`src/hw/rtl/rfc_pkg.sv`:
```
// ----------------------------------------------------------------------------
// rfc_pkg
// Types, frame constants, status codes and the CRC-16 byte update shared by
// the reply frame checker and its frame judge.
// ----------------------------------------------------------------------------
package rfc_pkg;

    localparam int FRAME_BYTES = 11;
    localparam int STORE_BYTES = FRAME_BYTES - 1;
    localparam int CRC_BYTES   = 7;
    localparam int COUNT_W     = 4;
    localparam int STATUS_W    = 3;

    localparam logic [COUNT_W-1:0] COUNT_SAT     = COUNT_W'(12);
    localparam logic [COUNT_W-1:0] COUNT_CRC_END = COUNT_W'(CRC_BYTES);
    localparam logic [COUNT_W-1:0] COUNT_STORE   = COUNT_W'(STORE_BYTES);
    localparam logic [COUNT_W-1:0] COUNT_FINAL   = COUNT_W'(FRAME_BYTES - 1);

    localparam logic [15:0] CRC_POLY = 16'h1021;
    localparam logic [15:0] CRC_INIT = 16'h0000;

    localparam logic [STATUS_W-1:0] ST_UNPACK_ERROR  = 3'd0;
    localparam logic [STATUS_W-1:0] ST_CRC_ERROR     = 3'd1;
    localparam logic [STATUS_W-1:0] ST_DATA_OK       = 3'd2;
    localparam logic [STATUS_W-1:0] ST_COMMAND_OK    = 3'd3;
    localparam logic [STATUS_W-1:0] ST_COMMAND_ERROR = 3'd4;

    localparam logic [7:0] HDR_SYNC     = 8'hff;
    localparam logic [7:0] HDR_ZERO     = 8'h00;
    localparam logic [7:0] ADDR_HOST    = 8'h00;
    localparam logic [7:0] TYPE_COMMAND = 8'h11;
    localparam logic [7:0] LEN_COMMAND  = 8'h02;
    localparam logic [7:0] RESP_OK      = 8'h01;
    localparam logic [7:0] RESP_ERROR   = 8'hfa;
    localparam logic [7:0] TRAIL_FIRST  = 8'h55;
    localparam logic [7:0] TRAIL_SECOND = 8'haa;

    typedef logic [FRAME_BYTES-1:0][7:0] frame_t;

    // byte 0 sits in the lowest element
    localparam frame_t CRC_ERR_FRAME = {8'haa, 8'h55, 8'h39, 8'h5b, 8'hfa, 8'h60,
                                        8'h02, 8'h33, 8'h00, 8'h00, 8'hff};
    localparam frame_t DATA_OK_FRAME = {8'haa, 8'h55, 8'h1c, 8'h68, 8'h01, 8'ha0,
                                        8'h02, 8'h22, 8'h00, 8'h00, 8'hff};

    typedef struct packed {
        logic [STATUS_W-1:0] status;
        logic [7:0]          command_byte;
    } verdict_t;

    function automatic logic [15:0] crc_byte(input logic [15:0] crc, input logic [7:0] b);
        logic [15:0] c;
        c = crc ^ {b, 8'h00};
        for (int i = 0; i < 8; i++)
        begin
            c = c[15] ? ({c[14:0], 1'b0} ^ CRC_POLY) : {c[14:0], 1'b0};
        end
        return c;
    endfunction

endpackage

```
`src/hw/rtl/rfc_frame_judge.sv`:
```
// ----------------------------------------------------------------------------
// rfc_frame_judge
// Classifies one complete reply frame: literal frames first, then CRC,
// header, address, type, length and trailer, then the response byte.
// ----------------------------------------------------------------------------
module rfc_frame_judge
    import rfc_pkg::*;
(
    input  logic        complete,
    input  frame_t      frame,
    input  logic [15:0] crc,
    output verdict_t    verdict
);

    logic crc_match;
    logic layout_match;

    assign crc_match = (frame[7] == crc[7:0]) && (frame[8] == crc[15:8]);

    assign layout_match = (frame[0] == HDR_SYNC) && (frame[1] == HDR_ZERO)
                       && (frame[2] == ADDR_HOST) && (frame[3] == TYPE_COMMAND)
                       && (frame[4] == LEN_COMMAND) && (frame[9] == TRAIL_FIRST)
                       && (frame[10] == TRAIL_SECOND);

    always_comb
    begin
        verdict.status       = ST_UNPACK_ERROR;
        verdict.command_byte = 8'h00;
        if (complete)
        begin
            if (frame == CRC_ERR_FRAME)
            begin
                verdict.status = ST_CRC_ERROR;
            end
            else if (frame == DATA_OK_FRAME)
            begin
                verdict.status = ST_DATA_OK;
            end
            else if (crc_match && layout_match)
            begin
                if (frame[6] == RESP_OK)
                begin
                    verdict.status       = ST_COMMAND_OK;
                    verdict.command_byte = frame[5];
                end
                else if (frame[6] == RESP_ERROR)
                begin
                    verdict.status       = ST_COMMAND_ERROR;
                    verdict.command_byte = frame[5];
                end
            end
        end
    end

endmodule

```
`config.mk`:
```
export PLATFORM = sky130hd
export DESIGN_NAME = rfc_frame_judge
export DESIGN_NICKNAME = d
export VERILOG_FILES = /design/src/hw/rtl/rfc_pkg.sv /design/src/hw/rtl/rfc_frame_judge.sv
export SDC_FILE = /design/constraint.sdc
export NUM_CORES = 1
export LEC_CHECK = 0
export ABC_AREA = 0
export ABC_CLOCK_PERIOD_IN_PS = 2100
export BUFFER_PORTS_ARGS = -buffer_cell sky130_fd_sc_hd__buf_2
export CORE_MARGIN = 5
export CORE_UTILIZATION = 29
export DETAILED_ROUTE_END_ITERATION = 10
export GPL_ROUTABILITY_DRIVEN = 0
export PLACE_DENSITY_LB_ADDON = 0.15
export SYNTH_ARGS = -nofsm -noshare
export SYNTH_HDL_FRONTEND = slang
export SYNTH_SLANG_ARGS = --single-unit
export TNS_END_PERCENT = 30
```
`constraint.sdc`:
```
create_clock -name vclk -period 2.1
set_input_delay 0 -clock vclk [all_inputs]
set_output_delay 0 -clock vclk [all_outputs]
set_load 0.005 [all_outputs]
```
==> summary.txt, run 1 <==
Synth-to-layout area growth -> 100%
Area of the multi-input gates -> 613 um^2
Final worst-path cycle share -> 76.2%
Detailed-route via count -> 1,126
Startpoint Class -> input port
Status -> completed
Wire length per cell -> 12.9 um
Number of distinct library cells after synthesis -> 28
HPWL after DPL -> 2840 um
Fill count -> 197
YS warnings -> 0
CTS-repair resized insts -> 0
Syn_nets -> 185
Slew Limit Fails -> 0
Peak supply drop -> 0.0887 mV
RSZ-0062 raised after global routing -> no
Critical path cell sequence -> buf_2, nor4_1, nand4_1, nor4_2, nor3b_4, and3_2, buf_2
PwrDens -> 126 nW/um^2
Final Hold Fails -> 0
Post-Syn Area -> 613 um^2
Router iterations before antenna repair -> 4
Worst rel slew slack -> 75.0%
CP max-delay cell -> nor4_2
Die H -> 56.0 um
Diode count -> 0
Most frequent cells in the layout -> buf_2 (116), xor2_1 (13), nor4_1 (11)
Hold path depth -> 3
Crit-path max cell delay -> 410 ps
Non-Filler Instances -> 223
Final setup viols -> 0
Postcts setup bufs -> 0
Most common cell after layout, fill and taps aside -> buf_2
Die ar. -> 3130 um^2
WL final -> 2890 um
Placed Cells -> 223
Synthesized instance count -> 80
Vias per inst -> 5.05
FFs & Latches -> 0
Vias in the first global route -> 1,169
Core Rows -> 16
Setup CP Type -> in2out
Largest net degree at the start of global routing -> 10
Critical Path Fanout Max -> 9
Hold WC Path Type -> in2out
First-pass GRT wire length -> 4640 um
Core area -> 1980 um^2
Critical path arrival -> 1600 ps
Worst-Margin Slew -> 370 ps
DR DRC count -> 0
Top Ports -> 116
Leakage -> 0.690 nW
Layout cell share with drive strength beyond 1 -> 64.3%
Final Net Count -> 303
Max-cap viol count -> 0
CP endpoint kind -> primary output
GR Util All Layers -> 16.9%
Layout clock buffer count -> 0
CP most frequent cell -> buf_2
Sequential cell area -> 0 um^2
Initial antenna violation count -> 0
Die W -> 56.0 um
GRT overflow -> 0
Number of DRC markers in iteration 0 -> 23
Fmax -> 625 MHz
Hold_buf cts -> 0
Initial Util -> 30.9%
Sequential share of the synthesized area -> 0%
Required time worst endpoint -> 2100 ps
Period minus WS final -> 1600 ps
Post-DRT Antenna Nets -> 0
Setup TNS -> 0 ps
Syn Area/Cell -> 7.66 um^2
Port bufs -> 116
per-layer routing:
metal / up-vias / wire, um / GRT usage (%) / share of wire [%]
li1: 562 / - / - / -
met4: 0 / 21 / 2.37 / 0.73
met5: - / 0 / 0 / 0
met2: 65 / 1600 / 34.9 / 55
met3: 2 / 303 / 4.18 / 11
met1: 497 / 962 / 16.9 / 33
synth_stat cells, drive strengths merged:
cell      n  area share (%)
nor4     13              15
xor2     13              19
nand2     9             5.5
and3      8             8.4
nor4b     5             8.2
nand4     4             4.1
and4b     3             4.9
and4bb    3             6.1
nand3     3             2.4
xnor2     3             4.3
nor3b     2             4.3
nor4bb    2             3.3
or4       2             3.1
a21oi     1            0.82
and3b     1             1.4
and4      1             1.4
nand4b    1             1.4
nand4bb   1             1.8
nor2      1            0.61
nor2b     1             1.0
nor3      1            0.82
o21a      1             1.2
or2       1             1.0
area by class of cell:
class,count,share of cell area [%]
multi-input cells,80,49.9
well taps,27,2.75
repair buffers,116,47.3
worst paths after layout:
kind	startpoint	end	slack, ps
setup / recovery	frame[8]	verdict[1]	500
hold / removal	frame[42]	verdict[2]	310
critical path: cells and delay by family:
family / cells / cell delay (ps)
and+or+nand+nor: 5 / 1410
buffers and inverters: 2 / 190
where the power goes:
group	internal, mW	switching [mW]
registers	0	0
clock network	0	0
logic	0.0969	0.0579
total	0.0969	0.0579
stage by stage:
stage	hold WS (ps)	setup slack (ps)	area [um^2]	power [mW]	utilization (%)
final	312	499	1230	0.155	61.9
after global routing	328	312	1230	0.173	61.9
after CTS	314	475	1230	0.156	61.9
after detailed placement	314	475	1230	0.156	61.9
after global placement	307	523	1230	0.151	61.9
after floorplan	127	857	613	0.0426	-
logic make-up (layout without fill, tap and decap cells):
group | after synthesis | count (layout) | share of synthesized area [%]
and+or+nand+nor | 62 | 62 | 75.1
buffers and inverters | 0 | 116 | 0
xor gates and xnor gates | 16 | 16 | 22.9
AOI/OAI and AO/OA | 2 | 2 | 2.04
Power figures use the tool's default switching activity.
==> run 2, diff against run 1 <==
ABC_CLOCK_PERIOD_IN_PS = 1550   (was 2100)
CORE_UTILIZATION = 27   (was 29)
clock period = 1.55 ns   (was 2.1 ns; I/O delays follow)
==> summary.txt, run 2 (synthesized netlist as in run 1, its figures left out) <==
Hold WS -> 320 ps (+8.32 ps)
Final design utilization -> 62.8% (+0.89 points)
Sequential cell area -> 0 um^2 (unchanged)
Detailed-route via count -> 1,133 (+0.62%)
Layout clock buffer count -> 0 (unchanged)
Largest net degree at the start of global routing -> 9 (-1)
Final worst-path cycle share -> 95.2%
P_int -> 147 uW (+52%)
Hold WC Path Type -> in2out
Most common cell after layout, fill and taps aside -> buf_2
Period minus WS final -> 1480 ps
Critical Path Fanout Max -> 4 (-5)
Final setup viols -> 0 (unchanged)
Max-cap viol count -> 0 (unchanged)
Slew Limit Fails -> 0 (unchanged)
Switch share -> 38.7% (+1.3 points)
Number of DRC markers in iteration 0 -> 19 (-17%)
Startpoint Class -> input port
WL final -> 3160 um (+9.4%)
Die W -> 57.7 um (+3.0%)
Worst rel slew slack -> 73.3% (-1.7 points)
Fill count -> 228 (+16%)
Status -> completed
Finished Cell Area -> 1380 um^2 (+12%)
PwrDens -> 174 nW/um^2 (+38%)
Final worst slack -> 74.1 ps (-425 ps)
Initial antenna violation count -> 0 (unchanged)
Top Ports -> 116 (unchanged)
Placed Cells -> 225 (+0.90%)
Most frequent cells in the layout -> buf_2 (110), xor2_1 (13), nand2_1 (9)
Synth-to-layout area growth -> 124%
Sequential power share -> 0% (unchanged)
Critical path arrival -> 1480 ps (-120 ps)
Peak supply drop -> 0.109 mV (+23%)
Core Rows -> 17 (+1)
GR Util All Layers -> 16.5% (-0.43 points)
DR DRC count -> 0 (unchanged)
Final Net Count -> 306 (+0.99%)
Switching pwr -> 92.9 uW (+61%)
Final Hold Fails -> 0 (unchanged)
Clock power frac -> 0% (unchanged)
RSZ-0062 raised after global routing -> yes
Total power -> 240 uW (+55%)
Logic pwr share -> 100.0% (about the same)
Post-DRT Antenna Nets -> 0 (unchanged)
Core area -> 2190 um^2 (+11%)
First-pass GRT wire length -> 4670 um (+0.75%)
Setup TNS -> 0 ps (unchanged)
Worst-Margin Slew -> 395 ps (+25.3 ps)
FFs & Latches -> 0 (unchanged)
Layout cell share with drive strength beyond 1 -> 68.8% (+4.6 points)
Initial Util -> 28.0% (-3.0 points)
CP endpoint kind -> primary output
Port bufs -> 116 (unchanged)
Leakage -> 0.752 nW (+9.0%)
Die ar. -> 3320 um^2 (+6.1%)
Die H -> 57.7 um (+3.0%)
HPWL after DPL -> 2820 um (-0.42%)
Vias per inst -> 4.99 (-1.2%)
Place WS -> -25.1 ps (-500 ps)
Required time worst endpoint -> 1550 ps (-550 ps)
Wire length per cell -> 13.9 um (+7.4%)
Diode count -> 0 (unchanged)
Non-Filler Instances -> 227 (+1.8%)
Router iterations before antenna repair -> 4 (unchanged)
Setup CP Type -> in2out
Placed Instance Area -> 1240 um^2 (+0.71%)
GRT overflow -> 0 (unchanged)
Vias in the first global route -> 1,208 (+3.3%)
Fmax -> 678 MHz
[run 2: cell count changes in the layout (fill, tap and decap cells not counted), sizes merged]
cell   delta
buf       +2
nor3b     +1
[run 2: final timing paths]
check | startpoint | endpoint | cells after the start
hold / removal | frame[40] | verdict[0] | 3
setup / recovery | frame[86] | verdict[0] | 7
[run 2: power by group through the flow]
| stage | combinational [mW] | clock, mW | sequential [mW] |
|---|---|---|---|
| 2_1_floorplan | 0.0577 | 0 | 0 |
| 3_3_place_gp | 0.207 | 0 | 0 |
| 3_5_place_dp | 0.212 | 0 | 0 |
| 4_1_cts | 0.215 | 0 | 0 |
| 5_1_grt | 0.264 | 0 | 0 |
| 6_report | 0.240 | 0 | 0 |
[run 2: area by class of cell]
type / instances / area [um^2] / area share, %
multi-input combinational: 81 / 708 / 51.5
tap: 28 / 35.0 / 2.55
timing repair buffer: 118 / 633 / 46.0
[run 2: worst max-delay path, cell delays in order]
cell,delay [ps]
buf_6,100
nor4b_4,250
nand4_1,170
nor4_4,360
nor3b_2,300
and3_1,190
buf_2,110
[run 2: repair_timing]
action	in CTS	in global routing
hold buffers	0	0
setup endpoints to repair	7	11
gates resized for setup	1	19
setup buffers	0	1
pin swaps	1	14
gates cloned	1	0
[run 2: routing by layer]
| metal | GRT usage [%] | vias to the layer above | share of wire (%) |
|---|---|---|---|
| li1 | - | 572 | - |
| met1 | 17.6 | 487 | 35 |
| met2 | 32.9 | 70 | 53 |
| met3 | 4.01 | 4 | 12 |
| met4 | 1.99 | 0 | 0.86 |
| met5 | 0 | - | 0 |
